## src/sv/bcpm_pkg.sv

```systemverilog
// Shared types, constants and the microprogram of the balance controller.
`default_nettype none

package bcpm_pkg;

    // Configuration port
    localparam int DATA_W    = 32;
    localparam int ADDR_W    = 5;
    localparam int REG_IDX_W = 3;

    localparam logic [REG_IDX_W-1:0] REG_ZERO_ANGLE   = 3'd0;
    localparam logic [REG_IDX_W-1:0] REG_TARGET_SPEED = 3'd1;
    localparam logic [REG_IDX_W-1:0] REG_SPEED_KP     = 3'd2;
    localparam logic [REG_IDX_W-1:0] REG_SPEED_KI     = 3'd3;
    localparam logic [REG_IDX_W-1:0] REG_UPRIGHT_KP   = 3'd4;
    localparam logic [REG_IDX_W-1:0] REG_UPRIGHT_KD   = 3'd5;
    localparam logic [REG_IDX_W-1:0] REG_STEER_GAIN   = 3'd6;
    localparam logic [REG_IDX_W-1:0] REG_DRIVE_LIMIT  = 3'd7;

    localparam logic signed [20:0] RST_UPRIGHT_KP  = 21'sd64000;
    localparam logic signed [16:0] RST_UPRIGHT_KD  = 17'sd256;
    localparam logic signed [16:0] RST_STEER_GAIN  = -17'sd154;
    localparam logic        [14:0] RST_DRIVE_LIMIT = 15'd7200;

    // Field and datapath widths
    localparam int ERR_W   = 18;    // left + right - target
    localparam int PZ_W    = 18;    // pitch - zero angle
    localparam int FILT_W  = 18;    // filtered speed error
    localparam int INTEG_W = 15;    // speed error integral
    localparam int ISUM_W  = FILT_W + 1;
    localparam int ABS_W   = 21;    // magnitude of 3*err + 7*filt
    localparam int DRV_W   = 16;
    localparam int A_W     = 22;    // gain side of the multiplier
    localparam int ACC_W   = 58;    // upright numerator stays below 2^55
    localparam int SPD_SUM_W   = 35; // speed_kp*filt + speed_ki*integral
    localparam int STEER_SUM_W = 34; // steer_gain*yaw_rate plus headroom

    // Divide by ten: q = (a * RECIP10) >> RECIP_SHIFT, exact for a < 2^20
    localparam logic signed [A_W-1:0] RECIP10 = 22'sd838861;
    localparam int RECIP_SHIFT = 23;

    // Microprogram
    localparam int NUM_STEPS = 15;
    localparam int PC_W      = $clog2(NUM_STEPS);
    localparam int SEL_W     = 4;
    localparam int ACC_OP_W  = 3;
    localparam int ACT_W     = 3;
    localparam int COND_W    = 2;

    localparam logic [SEL_W-1:0] A_ZERO   = 4'd0;
    localparam logic [SEL_W-1:0] A_THREE  = 4'd1;
    localparam logic [SEL_W-1:0] A_SEVEN  = 4'd2;
    localparam logic [SEL_W-1:0] A_RECIP  = 4'd3;
    localparam logic [SEL_W-1:0] A_SPD_KP = 4'd4;
    localparam logic [SEL_W-1:0] A_SPD_KI = 4'd5;
    localparam logic [SEL_W-1:0] A_UPR_KP = 4'd6;
    localparam logic [SEL_W-1:0] A_UPR_KD = 4'd7;
    localparam logic [SEL_W-1:0] A_STEER  = 4'd8;

    localparam logic [SEL_W-1:0] B_ZERO  = 4'd0;
    localparam logic [SEL_W-1:0] B_ERR   = 4'd1;
    localparam logic [SEL_W-1:0] B_FILT  = 4'd2;
    localparam logic [SEL_W-1:0] B_ABS   = 4'd3;
    localparam logic [SEL_W-1:0] B_INTEG = 4'd4;
    localparam logic [SEL_W-1:0] B_PZ    = 4'd5;
    localparam logic [SEL_W-1:0] B_OFS   = 4'd6;
    localparam logic [SEL_W-1:0] B_PRATE = 4'd7;
    localparam logic [SEL_W-1:0] B_YRATE = 4'd8;

    localparam logic [ACC_OP_W-1:0] ACC_HOLD    = 3'd0;
    localparam logic [ACC_OP_W-1:0] ACC_LOAD    = 3'd1;
    localparam logic [ACC_OP_W-1:0] ACC_ADD     = 3'd2;
    localparam logic [ACC_OP_W-1:0] ACC_LOAD_SH = 3'd3;
    localparam logic [ACC_OP_W-1:0] ACC_SUB_SH  = 3'd4;

    localparam logic [ACT_W-1:0] ACT_NONE  = 3'd0;
    localparam logic [ACT_W-1:0] ACT_SIGN  = 3'd1;
    localparam logic [ACT_W-1:0] ACT_FILT  = 3'd2;
    localparam logic [ACT_W-1:0] ACT_INTEG = 3'd3;
    localparam logic [ACT_W-1:0] ACT_OFS   = 3'd4;
    localparam logic [ACT_W-1:0] ACT_UPR   = 3'd5;
    localparam logic [ACT_W-1:0] ACT_STR   = 3'd6;
    localparam logic [ACT_W-1:0] ACT_OUT   = 3'd7;

    localparam logic [COND_W-1:0] C_NEVER    = 2'd0;
    localparam logic [COND_W-1:0] C_ALWAYS   = 2'd1;
    localparam logic [COND_W-1:0] C_NO_IN    = 2'd2;
    localparam logic [COND_W-1:0] C_OUT_BUSY = 2'd3;

    typedef struct packed {
        logic [SEL_W-1:0]    a_sel;
        logic [SEL_W-1:0]    b_sel;
        logic [ACC_OP_W-1:0] acc_op;
        logic [ACT_W-1:0]    act;
        logic [COND_W-1:0]   cond;
        logic [PC_W-1:0]     target;
    } t_uword;

    typedef struct packed {
        logic no_in;
        logic out_busy;
    } t_flags;

    function automatic t_uword f_mk(
        input logic [SEL_W-1:0]    a_sel,
        input logic [SEL_W-1:0]    b_sel,
        input logic [ACC_OP_W-1:0] acc_op,
        input logic [ACT_W-1:0]    act,
        input logic [COND_W-1:0]   cond,
        input logic [PC_W-1:0]     target
    );
        t_uword w;
        w.a_sel  = a_sel;
        w.b_sel  = b_sel;
        w.acc_op = acc_op;
        w.act    = act;
        w.cond   = cond;
        w.target = target;
        return w;
    endfunction

    // One control word per step; a product issued in step k is summed in step k+1.
    function automatic t_uword f_uword(input logic [PC_W-1:0] pc);
        t_uword w;
        case (pc)
            4'd0:  w = f_mk(A_ZERO,   B_ZERO,  ACC_HOLD,    ACT_NONE,  C_NO_IN,    4'd0);
            4'd1:  w = f_mk(A_THREE,  B_ERR,   ACC_HOLD,    ACT_NONE,  C_NEVER,    4'd0);
            4'd2:  w = f_mk(A_SEVEN,  B_FILT,  ACC_LOAD,    ACT_NONE,  C_NEVER,    4'd0);
            4'd3:  w = f_mk(A_ZERO,   B_ZERO,  ACC_ADD,     ACT_NONE,  C_NEVER,    4'd0);
            4'd4:  w = f_mk(A_RECIP,  B_ABS,   ACC_HOLD,    ACT_SIGN,  C_NEVER,    4'd0);
            4'd5:  w = f_mk(A_ZERO,   B_ZERO,  ACC_HOLD,    ACT_FILT,  C_NEVER,    4'd0);
            4'd6:  w = f_mk(A_SPD_KP, B_FILT,  ACC_HOLD,    ACT_INTEG, C_NEVER,    4'd0);
            4'd7:  w = f_mk(A_SPD_KI, B_INTEG, ACC_LOAD,    ACT_NONE,  C_NEVER,    4'd0);
            4'd8:  w = f_mk(A_UPR_KD, B_PRATE, ACC_ADD,     ACT_NONE,  C_NEVER,    4'd0);
            4'd9:  w = f_mk(A_UPR_KP, B_PZ,    ACC_LOAD_SH, ACT_OFS,   C_NEVER,    4'd0);
            4'd10: w = f_mk(A_UPR_KP, B_OFS,   ACC_ADD,     ACT_NONE,  C_NEVER,    4'd0);
            4'd11: w = f_mk(A_STEER,  B_YRATE, ACC_SUB_SH,  ACT_NONE,  C_NEVER,    4'd0);
            4'd12: w = f_mk(A_ZERO,   B_ZERO,  ACC_LOAD,    ACT_UPR,   C_NEVER,    4'd0);
            4'd13: w = f_mk(A_ZERO,   B_ZERO,  ACC_HOLD,    ACT_STR,   C_OUT_BUSY, 4'd13);
            4'd14: w = f_mk(A_ZERO,   B_ZERO,  ACC_HOLD,    ACT_OUT,   C_ALWAYS,   4'd0);
            default: w = f_mk(A_ZERO, B_ZERO,  ACC_HOLD,    ACT_NONE,  C_ALWAYS,   4'd0);
        endcase
        return w;
    endfunction

endpackage

`default_nettype wire

```

## src/sv/balance_cascaded_pid_mixer.sv

```systemverilog
// Two-wheel balance controller: cascaded speed PI, upright PD and yaw steering mixer.
// A transaction is taken in step 0 and o_out_valid rises after the last step, which is held
//   back while the previous result still waits on i_out_ready.
// One transaction at a time: the next is taken only once the 15-step microprogram that routes
//   all nine products through one shared, registered multiplier has run to its end.
// Reset: synchronous, active low; clears the sequencer, filter and integral state and
//   output valid, and loads the default gains, angles and drive limit.
`default_nettype none

module balance_cascaded_pid_mixer #(
    parameter int INTEGRAL_LIMIT = 10000,
    parameter int FRACTION_BITS  = 8
) (
    input  wire logic                          i_clk,
    input  wire logic                          i_rst_n,
    // APB configuration port
    input  wire logic                          psel,
    input  wire logic                          penable,
    input  wire logic                          pwrite,
    input  wire logic [bcpm_pkg::ADDR_W-1:0]   paddr,
    input  wire logic [bcpm_pkg::DATA_W-1:0]   pwdata,
    output logic      [bcpm_pkg::DATA_W-1:0]   prdata,
    output logic                               pready,
    // sensor tick
    input  wire logic                          i_in_valid,
    output logic                               o_in_ready,
    input  wire logic signed [15:0]            i_left_count,
    input  wire logic signed [15:0]            i_right_count,
    input  wire logic signed [16:0]            i_pitch_angle,
    input  wire logic signed [15:0]            i_pitch_rate,
    input  wire logic signed [15:0]            i_yaw_rate,
    // motor drives
    output logic                               o_out_valid,
    input  wire logic                          i_out_ready,
    output logic signed [15:0]                 o_left_drive,
    output logic signed [15:0]                 o_right_drive
);
    import bcpm_pkg::*;

    // Offset of the speed loop in whole degrees, before scaling back up.
    localparam int OFS_W = SPD_SUM_W - FRACTION_BITS;
    // Value side of the multiplier: the offset or the divide-by-ten magnitude.
    localparam int B_W   = (OFS_W > ABS_W + 1) ? OFS_W : ABS_W + 1;
    localparam int P_W   = A_W + B_W;
    localparam int UPR_W = ACC_W - 2 * FRACTION_BITS;
    localparam int STR_W = STEER_SUM_W - FRACTION_BITS;
    localparam int M_W   = UPR_W + 1;
    localparam int SH_W  = $clog2(2 * FRACTION_BITS + 1);

    localparam logic signed [ISUM_W-1:0] INT_LIM = ISUM_W'(INTEGRAL_LIMIT);

    // ------------------------------------------------------------------
    // Configuration registers
    // ------------------------------------------------------------------
    logic signed [16:0] r_zero_angle;
    logic signed [15:0] r_target_speed;
    logic signed [16:0] r_speed_kp;
    logic signed [16:0] r_speed_ki;
    logic signed [20:0] r_upright_kp;
    logic signed [16:0] r_upright_kd;
    logic signed [16:0] r_steer_gain;
    logic        [14:0] r_drive_limit;

    logic                 w_cfg_wr;
    logic [REG_IDX_W-1:0] w_cfg_idx;

    assign pready    = 1'b1;
    assign w_cfg_wr  = psel && penable && pwrite;
    assign w_cfg_idx = paddr[ADDR_W-1:2];

    // Fields narrower than the bus take the low bits of the write data.
    always_ff @(posedge i_clk) begin
        if (!i_rst_n) begin
            r_zero_angle   <= '0;
            r_target_speed <= '0;
            r_speed_kp     <= '0;
            r_speed_ki     <= '0;
            r_upright_kp   <= RST_UPRIGHT_KP;
            r_upright_kd   <= RST_UPRIGHT_KD;
            r_steer_gain   <= RST_STEER_GAIN;
            r_drive_limit  <= RST_DRIVE_LIMIT;
        end else if (w_cfg_wr) begin
            case (w_cfg_idx)
                REG_ZERO_ANGLE:   r_zero_angle   <= pwdata[16:0];
                REG_TARGET_SPEED: r_target_speed <= pwdata[15:0];
                REG_SPEED_KP:     r_speed_kp     <= pwdata[16:0];
                REG_SPEED_KI:     r_speed_ki     <= pwdata[16:0];
                REG_UPRIGHT_KP:   r_upright_kp   <= pwdata[20:0];
                REG_UPRIGHT_KD:   r_upright_kd   <= pwdata[16:0];
                REG_STEER_GAIN:   r_steer_gain   <= pwdata[16:0];
                REG_DRIVE_LIMIT:  r_drive_limit  <= pwdata[14:0];
                default: ;
            endcase
        end
    end

    // Read back sign-extended; the drive limit is unsigned.
    always_comb begin
        case (w_cfg_idx)
            REG_ZERO_ANGLE:   prdata = DATA_W'(r_zero_angle);
            REG_TARGET_SPEED: prdata = DATA_W'(r_target_speed);
            REG_SPEED_KP:     prdata = DATA_W'(r_speed_kp);
            REG_SPEED_KI:     prdata = DATA_W'(r_speed_ki);
            REG_UPRIGHT_KP:   prdata = DATA_W'(r_upright_kp);
            REG_UPRIGHT_KD:   prdata = DATA_W'(r_upright_kd);
            REG_STEER_GAIN:   prdata = DATA_W'(r_steer_gain);
            REG_DRIVE_LIMIT:  prdata = DATA_W'(r_drive_limit);
            default:          prdata = '0;
        endcase
    end

    // ------------------------------------------------------------------
    // Sequencer: step 0 waits for a transaction, step 13 waits for the
    // output register to drain, step 14 writes the result.
    // ------------------------------------------------------------------
    t_uword w_ctl;
    t_flags w_flags;
    logic   w_in_take;

    assign w_flags.no_in    = !i_in_valid;
    assign w_flags.out_busy = o_out_valid && !i_out_ready;

    bcpm_seq u_seq (
        .i_clk   (i_clk),
        .i_rst_n (i_rst_n),
        .i_flags (w_flags),
        .o_uword (w_ctl)
    );

    assign o_in_ready = (w_ctl.cond == C_NO_IN);
    assign w_in_take  = i_in_valid && o_in_ready;

    // ------------------------------------------------------------------
    // Capture the tick; the two differences are formed right away so the
    // multiplier never sees the unregistered sensor inputs.
    // ------------------------------------------------------------------
    logic signed [ERR_W-1:0] r_err;
    logic signed [PZ_W-1:0]  r_pz;
    logic signed [15:0]      r_prate;
    logic signed [15:0]      r_yrate;

    always_ff @(posedge i_clk) begin
        if (w_in_take) begin
            r_err   <= ERR_W'(i_left_count) + ERR_W'(i_right_count)
                       - ERR_W'(r_target_speed);
            r_pz    <= PZ_W'(i_pitch_angle) - PZ_W'(r_zero_angle);
            r_prate <= i_pitch_rate;
            r_yrate <= i_yaw_rate;
        end
    end

    // ------------------------------------------------------------------
    // Shared multiplier: gain side A, value side B, product registered.
    // ------------------------------------------------------------------
    logic signed [FILT_W-1:0]  r_filt;
    logic signed [INTEG_W-1:0] r_integ;
    logic signed [OFS_W-1:0]   r_ofs;
    logic signed [ACC_W-1:0]   r_acc;
    logic signed [P_W-1:0]     r_prod;
    logic signed [A_W-1:0]     w_a_op;
    logic signed [B_W-1:0]     w_b_op;
    logic signed [ABS_W-1:0]   w_acc_lo;
    logic        [ABS_W-1:0]   w_abs;

    // 3*err + 7*filt always fits 21 bits; take its magnitude for the divide.
    assign w_acc_lo = r_acc[ABS_W-1:0];
    assign w_abs    = w_acc_lo[ABS_W-1] ? -w_acc_lo : w_acc_lo;

    always_comb begin
        case (w_ctl.a_sel)
            A_THREE:  w_a_op = A_W'(3);
            A_SEVEN:  w_a_op = A_W'(7);
            A_RECIP:  w_a_op = RECIP10;
            A_SPD_KP: w_a_op = A_W'(r_speed_kp);
            A_SPD_KI: w_a_op = A_W'(r_speed_ki);
            A_UPR_KP: w_a_op = A_W'(r_upright_kp);
            A_UPR_KD: w_a_op = A_W'(r_upright_kd);
            A_STEER:  w_a_op = A_W'(r_steer_gain);
            default:  w_a_op = '0;
        endcase
    end

    always_comb begin
        case (w_ctl.b_sel)
            B_ERR:   w_b_op = B_W'(r_err);
            B_FILT:  w_b_op = B_W'(r_filt);
            B_ABS:   w_b_op = B_W'($unsigned(w_abs));
            B_INTEG: w_b_op = B_W'(r_integ);
            B_PZ:    w_b_op = B_W'(r_pz);
            B_OFS:   w_b_op = B_W'(r_ofs);
            B_PRATE: w_b_op = B_W'(r_prate);
            B_YRATE: w_b_op = B_W'(r_yrate);
            default: w_b_op = '0;
        endcase
    end

    always_ff @(posedge i_clk) begin
        r_prod <= w_a_op * w_b_op;
    end

    // ------------------------------------------------------------------
    // Accumulator: sums stay exact; the only scaling is a left shift by
    // the fraction bits for terms that carry an extra 2^F.
    // ------------------------------------------------------------------
    logic signed [ACC_W-1:0] w_prod_ext;
    logic signed [ACC_W-1:0] w_prod_sh;

    assign w_prod_ext = ACC_W'(r_prod);
    assign w_prod_sh  = w_prod_ext <<< FRACTION_BITS;

    always_ff @(posedge i_clk) begin
        case (w_ctl.acc_op)
            ACC_LOAD:    r_acc <= w_prod_ext;
            ACC_ADD:     r_acc <= r_acc + w_prod_ext;
            ACC_LOAD_SH: r_acc <= w_prod_sh;
            ACC_SUB_SH:  r_acc <= r_acc - w_prod_sh;
            default:     r_acc <= r_acc;
        endcase
    end

    // Truncate toward zero by 2^F, or by 2^(2F) for the upright term:
    // bias negative values by the dropped mask, then shift arithmetically.
    logic        [SH_W-1:0]  w_tk;
    logic signed [ACC_W-1:0] w_bias;
    logic signed [ACC_W-1:0] w_trunc;

    assign w_tk    = (w_ctl.act == ACT_UPR) ? SH_W'(2 * FRACTION_BITS)
                                            : SH_W'(FRACTION_BITS);
    assign w_bias  = r_acc[ACC_W-1] ? ((ACC_W'(1) << w_tk) - ACC_W'(1)) : '0;
    assign w_trunc = (r_acc + w_bias) >>> w_tk;

    // ------------------------------------------------------------------
    // Loop state and intermediate terms
    // ------------------------------------------------------------------
    logic                      r_neg;
    logic        [FILT_W-1:0]  w_q;
    logic signed [ISUM_W-1:0]  w_isum;
    logic signed [ISUM_W-1:0]  w_iclamp;
    logic signed [UPR_W-1:0]   r_upr;
    logic signed [STR_W-1:0]   r_steer;

    // Quotient magnitude of the divide by ten; its top bit is always clear.
    assign w_q    = r_prod[RECIP_SHIFT +: FILT_W];
    assign w_isum = ISUM_W'(r_integ) + ISUM_W'(r_filt);

    always_comb begin
        if (w_isum > INT_LIM) begin
            w_iclamp = INT_LIM;
        end else if (w_isum < -INT_LIM) begin
            w_iclamp = -INT_LIM;
        end else begin
            w_iclamp = w_isum;
        end
    end

    // Filter and integral are the controller's memory across ticks.
    always_ff @(posedge i_clk) begin
        if (!i_rst_n) begin
            r_filt  <= '0;
            r_integ <= '0;
        end else begin
            if (w_ctl.act == ACT_FILT) begin
                r_filt <= r_neg ? -w_q : w_q;
            end
            if (w_ctl.act == ACT_INTEG) begin
                r_integ <= w_iclamp[INTEG_W-1:0];
            end
        end
    end

    always_ff @(posedge i_clk) begin
        case (w_ctl.act)
            ACT_SIGN: r_neg   <= r_acc[ACC_W-1];
            ACT_OFS:  r_ofs   <= w_trunc[OFS_W-1:0];
            ACT_UPR:  r_upr   <= w_trunc[UPR_W-1:0];
            ACT_STR:  r_steer <= w_trunc[STR_W-1:0];
            default: ;
        endcase
    end

    // ------------------------------------------------------------------
    // Mixer and drive clamp
    // ------------------------------------------------------------------
    function automatic logic signed [DRV_W-1:0] f_clamp(
        input logic signed [M_W-1:0] v,
        input logic signed [M_W-1:0] lim
    );
        logic signed [M_W-1:0] c;
        if (v > lim) begin
            c = lim;
        end else if (v < -lim) begin
            c = -lim;
        end else begin
            c = v;
        end
        return c[DRV_W-1:0];
    endfunction

    logic signed [M_W-1:0] w_m1;
    logic signed [M_W-1:0] w_m2;
    logic signed [M_W-1:0] w_lim;

    assign w_m1  = M_W'(r_upr) - M_W'(r_steer);
    assign w_m2  = M_W'(r_upr) + M_W'(r_steer);
    assign w_lim = M_W'(r_drive_limit);

    // Output register: filled only by the last step, which runs only once
    // the previous result has left.
    always_ff @(posedge i_clk) begin
        if (!i_rst_n) begin
            o_out_valid <= 1'b0;
        end else if (w_ctl.act == ACT_OUT) begin
            o_out_valid <= 1'b1;
        end else if (i_out_ready) begin
            o_out_valid <= 1'b0;
        end
    end

    always_ff @(posedge i_clk) begin
        if (w_ctl.act == ACT_OUT) begin
            o_left_drive  <= f_clamp(w_m1, w_lim);
            o_right_drive <= f_clamp(w_m2, w_lim);
        end
    end

    // ------------------------------------------------------------------
    // Assertions
    // ------------------------------------------------------------------
`ifndef ASSERT_OFF
    a_integ_bounded: assert property (@(posedge i_clk) disable iff (!i_rst_n)
        (r_integ <= INTEGRAL_LIMIT) && (r_integ >= -INTEGRAL_LIMIT))
        else $error("speed integral outside its clamp");

    a_busy_after_take: assert property (@(posedge i_clk) disable iff (!i_rst_n)
        w_in_take |=> !o_in_ready)
        else $error("input ready while a transaction is in flight");

    a_no_overwrite: assert property (@(posedge i_clk) disable iff (!i_rst_n)
        (w_ctl.act == ACT_OUT) |-> !o_out_valid)
        else $error("result written over a pending output");

    a_drive_clamped: assert property (@(posedge i_clk) disable iff (!i_rst_n)
        (w_ctl.act == ACT_OUT) |=>
            (o_out_valid
             && (o_left_drive  <= $signed({1'b0, $past(r_drive_limit)}))
             && (o_left_drive  >= -$signed({1'b0, $past(r_drive_limit)}))
             && (o_right_drive <= $signed({1'b0, $past(r_drive_limit)}))
             && (o_right_drive >= -$signed({1'b0, $past(r_drive_limit)}))))
        else $error("motor drive beyond the drive limit");
`endif

endmodule

`default_nettype wire

```

## src/sv/bcpm_seq.sv

```systemverilog
// Microprogram sequencer: step counter, control store and conditional jumps.
`default_nettype none

module bcpm_seq (
    input  wire logic             i_clk,
    input  wire logic             i_rst_n,
    input  wire bcpm_pkg::t_flags i_flags,
    output bcpm_pkg::t_uword      o_uword
);
    import bcpm_pkg::*;

    logic [PC_W-1:0] r_pc;
    logic [PC_W-1:0] n_pc;
    logic            w_jump;

    assign o_uword = f_uword(r_pc);

    always_comb begin
        case (o_uword.cond)
            C_NEVER:    w_jump = 1'b0;
            C_ALWAYS:   w_jump = 1'b1;
            C_NO_IN:    w_jump = i_flags.no_in;
            C_OUT_BUSY: w_jump = i_flags.out_busy;
            default:    w_jump = 1'b1;
        endcase
        n_pc = w_jump ? o_uword.target : r_pc + PC_W'(1);
    end

    always_ff @(posedge i_clk) begin
        if (!i_rst_n) begin
            r_pc <= '0;
        end else begin
            r_pc <= n_pc;
        end
    end

endmodule

`default_nettype wire

```

## config.mk

```make
export PLATFORM = sky130hd
export DESIGN_NAME = balance_cascaded_pid_mixer
export DESIGN_NICKNAME = d
export VERILOG_FILES = /design/src/sv/bcpm_pkg.sv /design/src/sv/balance_cascaded_pid_mixer.sv /design/src/sv/bcpm_seq.sv
export SDC_FILE = /design/constraint.sdc
export NUM_CORES = 2
export LEC_CHECK = 0
export BUFFER_PORTS_ARGS = -buffer_cell sky130_fd_sc_hd__buf_2
export CAP_MARGIN = 30
export CORE_UTILIZATION = 40
export CTS_BUF_LIST = sky130_fd_sc_hd__clkbuf_8
export DETAILED_ROUTE_END_ITERATION = 8
export GPL_TIMING_DRIVEN = 1
export PLACE_DENSITY = 0.65
export SLEW_MARGIN = 40
export SYNTH_ARGS = -nofsm -noshare
export SYNTH_HDL_FRONTEND = slang
export SYNTH_SLANG_ARGS = --single-unit
```

## constraint.sdc

```tcl
create_clock -name i_clk -period 10 [get_ports i_clk]
set_input_delay 1 -clock i_clk [delete_from_list [all_inputs] [get_ports i_clk]]
set_output_delay 1 -clock i_clk [all_outputs]
set_load 0.05 [all_outputs]
```

* Word level (Yosys, flattened, before mapping)
Memories as Yosys holds them, arrays and structs flattened. A register that Yosys moved wholly into a read port is not among the register bits.
Index checks and enable logic that the tools add are counted.
** Operators by class
- Add/subtract/negate cells :: 14
- $mul :: 1
- Divide/modulo/power cells :: 0
- $lt $le $gt $ge :: 6
- Equal/unequal tests :: 37
- Shifts and indexed selects :: 2
- Mux-type cells :: 19
- Bitwise logic cells :: 0
- Reduce and logical (&&, ||, !) cells :: 18
** Operators by type and width (count)
- $pmux W32 S8 :: 1
- $pmux W58 S4 :: 1
- $pmux W27 S8 :: 1
- $pmux W22 S8 :: 1
- $gt A43 B16 Y1 :: 2
- $lt A43 B43 Y1 :: 2
- $mux W15 :: 4
- $add A58 B49 Y58 :: 1
- $add A58 B58 Y58 :: 1
- $mux W58 :: 1
- $shl A1 B5 Y58 const A :: 1
- $sshr A58 B5 Y42 :: 1
- $sub A58 B1 Y58 const B :: 1
- $sub A58 B57 Y58 :: 1
- $mul A22 B27 Y49 :: 1
- $add A42 B26 Y43 :: 1
- $neg A15 Y43 :: 1
- $sub A42 B26 Y43 :: 1
- $eq A4 B3 Y1 const B :: 8
- $mux W16 :: 2
- $eq A3 B3 Y1 const B :: 9
- $mux W21 :: 1
- $neg A21 Y21 :: 1
- $add A15 B18 Y19 :: 1
- 26 further kinds :: 52
** Word-level totals
- Register bits :: 478
- Bits in latches :: 0
- RAM bits :: 0
- Memory bits (read-only) :: 304
- Memories kept :: 1
** Memories
- (no name shown) :: words 16, width 19, read ports 1, clocked after memory_dff 1, write ports 0, line bcpm_pkg.sv:125 : case (pc)

* Logic depth before layout (Yosys ltp)
- Depth after elaboration :: 7
- Depth in mapped cells :: 35
- Gate-level depth less buffers :: 34

* Hierarchy
Synthesis repeated with hierarchy kept, for this count alone.
** Unflattened totals
- Cells, all modules :: 7162
- Area, all modules :: 61163.7 um2
** Modules (own cells, without submodules)
- balance_cascaded_pid_mixer :: instances 1, cells each 7072, area each 60244.0 um2, sequential area each 12031.5 um2
- bcpm_seq :: instances 1, cells each 90, area each 919.6 um2, sequential area each 380.4 um2

* Worst setup path before layout
No wires, ideal clock.
- Path kind :: register -> register
- From :: register r_acc[6]
- To :: register r_prod[44]
- Library setup time :: 128 ps
- Arrival :: 9117 ps
- Required time :: 9872 ps
- Slack :: 756 ps
- Cell stages (with the launch flop) :: 33
- Path buffers :: 1
- Path through :: edfxtp_1 or4_1 nor4_1 nand2b_1 or2_2 or3_1 o31ai_1 xor2_1 o21ai_1 clkbuf_1 nand2_1 fa_1 fa_1 fa_1 inv_1 fa_1 fa_1 fa_1 inv_1 fa_1 inv_1 ha_1 o21ai_0 nand2b_1 and2_0 a221o_1 a2111oi_0 o21ai_0 nand4_1 nand2_1 a31oi_1 o21bai_1 xor2_1
** Between the ends
- Word-level cells in the longest chain between the ends :: 4
** Ends and longest elaborated chain
- start, declared :: line balance_cascaded_pid_mixer.sv:158 : logic signed [ACC_W-1:0] r_acc;
- start signal, assigned :: line balance_cascaded_pid_mixer.sv:213 : ACC_LOAD: r_acc <= w_prod_ext;
- start signal, assigned :: line balance_cascaded_pid_mixer.sv:214 : ACC_ADD: r_acc <= r_acc + w_prod_ext;
- start signal, assigned :: line balance_cascaded_pid_mixer.sv:215 : ACC_LOAD_SH: r_acc <= w_prod_sh;
- $neg A21 Y21 :: line balance_cascaded_pid_mixer.sv:167 : assign w_abs = w_acc_lo[ABS_W-1] ? -w_acc_lo : w_acc_lo;
- $mux W21 (*) :: line balance_cascaded_pid_mixer.sv:167
- $pmux W27 S8 (*) :: line balance_cascaded_pid_mixer.sv:184 : case (w_ctl.b_sel)
- $mul A22 B27 Y49 (*) :: line balance_cascaded_pid_mixer.sv:198 : r_prod <= w_a_op * w_b_op;
- end signal, assigned :: line balance_cascaded_pid_mixer.sv:198
- end, declared :: line balance_cascaded_pid_mixer.sv:159 : logic signed [P_W-1:0] r_prod;
Mark *: on every way between the ends. The rest lies on a longest branch, timed or not.
A chain may end at the register's enable or synchronous reset.

* Final worst setup path
- From :: register r_acc[6]
- To :: register r_prod[48]
The elaborated chain is that of the path after synthesis.

==> qor.json <==
{
  "initial_utilization_pct": 40.5,
  "run_status": "finished clean",
  "antenna_violations_before_repair": 11,
  "finalCoreUtilization_pct": 44.2,
  "global_route.overflow_total": 0,
  "critical_path.startpoint_type": "flip-flop",
  "detail_route.wirelength_um": 211000,
  "timing.final.crit_period_ns": 9.66,
  "cts-htree-levels": 3,
  "final_common_cell": "sky130_fd_sc_hd__nand2_1",
  "dr.first_iter.drc_count": 4964,
  "postSynthNetCount": 8421,
  "grt_max_degree": 103,
  "worst_slew_pin_slew_ns": 0.912,
  "synth-edff-count": 254,
  "tns_ns": 0,
  "worst_path_most_repeated_cell": "sky130_fd_sc_hd__fa_1",
  "placed_cell_area_mm2": 0.0645,
  "clock_latency_ns": 0.79,
  "via_count_of_the_first_global_routing_pass": 52955,
  "dpl.hpwl_um": 171000,
  "hold_path_class": "in2reg",
  "timing.critical_path.required_ns": 10.60,
  "ctsRootBufferMaster": "sky130_fd_sc_hd__clkbuf_8",
  "drc": 0,
  "portBuffers": 177,
  "ant_nets": 0,
  "cts_inserted_buffers": 88,
  "post_synth_inst_count": 7145,
  "post-route-period-util_pct": 96.6,
  "vias": 53334,
  "worstSetupPathType": "reg2reg",
  "max_freq_mhz": 103,
  "crit_path_end_kind": "flip-flop",
  "power.static_leakage_nw": 30.0,
  "core.rowCount": 142,
  "synth-warning-count": 0,
  "worst_path_largest_cell_delay_ns": 0.61,
  "cts_tree": "yes",
  "die_width_um": 393,
  "grt_first_pass_wirelength_um": 320000,
  "clock_sinks": 493,
  "synth-seq-area-share_pct": 20.3,
  "place.gp.congestion": 0.999,
  "setup-violations-final": 0,
  "avgRoutedWirePerCell_um": 22.6,
  "final_nets": 8512,
  "yosys_most_used_dff": "sky130_fd_sc_hd__edfxtp_1",
  "die_area_mm2": 0.154,
  "drv.max_cap_violation_count": 0,
  "postLayoutCellArea_mm2": 0.0666,
  "grt.total_usage_pct": 27.3,
  "core_area_mm2": 0.151,
  "power_mw": 14.5,
  "clkTransAtPathRegs_ns": 0.07,
  "yosys.cell_types.count": 104,
  "async_flop_share_pct": 0,
  "areaGrowthSynthToFinish_pct": 9.13,
  "firstDrtPassIters": 8,
  "critical_path_peak_fanout": 4,
  "syn_area_per_cell_um2": 8.54,
  "syn-cell-area_mm2": 0.0610,
  "timing_max_transition_violations_final": 0,
  "synth_seq_cells": 493,
  "fraction_of_final_layout_cells_with_drive_strength_greater_than_1_pct": 8.32,
  "critical_path.slowest_cell": "sky130_fd_sc_hd__or4_1",
  "relSlewSlack_pct": 38.8,
  "crit_arrival_ns": 10.27,
  "filler_cell_count": 14924,
  "dieHeight_um": 393,
  "finClkSkew_ns": 0.0551,
  "pwr_density_cell_mw_per_mm2": 218,
  "hold_viol_final": 0,
  "avgViaCountPerCell": 5.72,
  "number_of_top_level_pins": 192,
  "max-vdd-ir-drop_uv": 124,
  "layout.cells.most_common_list": "sky130_fd_sc_hd__nand2_1 (981), sky130_fd_sc_hd__inv_1 (977), sky130_fd_sc_hd__fa_1 (623)",
  "clock_path_buffers": 3
}
==> critical path: cells and delay by family, from the launching register on <==
kind            cells  cell delay (ns)
fa+ha+maj           8             3.84
simple gates       11             2.58
compound gates      7             1.80
buf+inv             6             0.65
flops               1             0.37
xor+xnor            2             0.25
==> per-stage QoR <==
step	worst slack [ns]	std cells	hold slack, ns
5_1_grt	-0.00565	9324	0.347
4_1_cts	0.141	9318	0.318
3_3_place_gp	0.208	9155	0.466
2_1_floorplan	0.756	7145	0.450
6_report	0.336	9327	0.397
3_5_place_dp	0.209	9159	0.478
==> sequential cells by signal, summed over array words and instances (netlist names), 21 cells and up <==
name,cells
r_acc,58
r_ofs,27
r_prod,49
r_steer,26
r_upr,42
r_upright_kp,21
==> area by class of cell <==
cell class,instances,area [µm²],share of cell area [%]
multi-input cells,5342,43800,65.8
flip-flops and latches,493,12400,18.6
inverters,978,3670,5.51
well taps,2016,2520,3.79
repair buffers,333,2170,3.25
clock buffers,95,1310,1.96
clock inverters,64,699,1.05
diodes,6,15.0,0.0226
==> synth_stat cells, types with 45 or more instances <==
cell type / count / area, µm²
sky130_fd_sc_hd__ha_1: 527 / 6590
sky130_fd_sc_hd__o21a_1: 54 / 405
sky130_fd_sc_hd__fa_1: 624 / 12500
sky130_fd_sc_hd__nor3_1: 83 / 415
sky130_fd_sc_hd__nand3_1: 119 / 596
sky130_fd_sc_hd__xnor2_1: 212 / 1860
sky130_fd_sc_hd__edfxtp_1: 254 / 7630
sky130_fd_sc_hd__mux2i_1: 80 / 801
sky130_fd_sc_hd__nor2b_1: 77 / 482
sky130_fd_sc_hd__nand2_1: 984 / 3690
sky130_fd_sc_hd__a21oi_1: 402 / 2010
sky130_fd_sc_hd__a22oi_1: 75 / 563
sky130_fd_sc_hd__and3_1: 61 / 382
sky130_fd_sc_hd__nand4_1: 72 / 450
sky130_fd_sc_hd__o21ai_0: 275 / 1380
sky130_fd_sc_hd__dfxtp_1: 239 / 4780
sky130_fd_sc_hd__a21boi_0: 139 / 1040
sky130_fd_sc_hd__nor2_1: 537 / 2020
sky130_fd_sc_hd__inv_1: 965 / 3620
sky130_fd_sc_hd__nand2b_1: 55 / 344
sky130_fd_sc_hd__a21o_1: 155 / 1160
sky130_fd_sc_hd__a211oi_1: 45 / 338
sky130_fd_sc_hd__clkbuf_1: 267 / 1000
sky130_fd_sc_hd__xor2_1: 124 / 1090
==> cell families after synthesis <==
family / Yosys count / synth area share (%)
simple gates: 2162 / 15.8
fa+ha+maj: 1151 / 31.3
xor+xnor: 336 / 4.82
other cells: 1 / 0.00615
buf+inv: 1310 / 8.25
mux: 114 / 2.18
compound gates: 1578 / 17.3
flops: 493 / 20.3
==> report_power, final <==
part | total (mW) | switching (mW) | internal, mW
logic | 9.11 | 5.85 | 3.26
clock network | 2.22 | 0.980 | 1.24
registers | 3.17 | 0.545 | 2.62
total | 14.5 | 7.37 | 7.12
==> final timing paths <==
kind,end,start,slack (ns),cells past startpoint
setup / recovery,r_prod[48],r_acc[6],0.34,34
hold reg to reg,r_upright_kd[16],r_upright_kd[16],0.48,2
hold / removal,r_prate[6],i_pitch_rate[6],0.40,1
setup reg to reg,r_prod[48],r_acc[6],0.34,34
==> metal layers <==
layer / global-route usage [%] / vias to the layer above / part of all wire [%]
met5: 0 / - / 0.013
met4: 9.66 / 4 / 3.8
met3: 5.01 / 393 / 8.9
met2: 43.4 / 2202 / 45
met1: 37.0 / 26393 / 42
li1: - / 24342 / -
==> timing repair <==
item | CTS | global route
setup endpoints to repair | 0 | 12
hold buffers | 0 | 0
buffers inserted | 0 | 2
gates resized for setup | 0 | 9
endpoints found under the hold margin | 0 | 0
No activity file was read; power rests on OpenSTA's default activity.
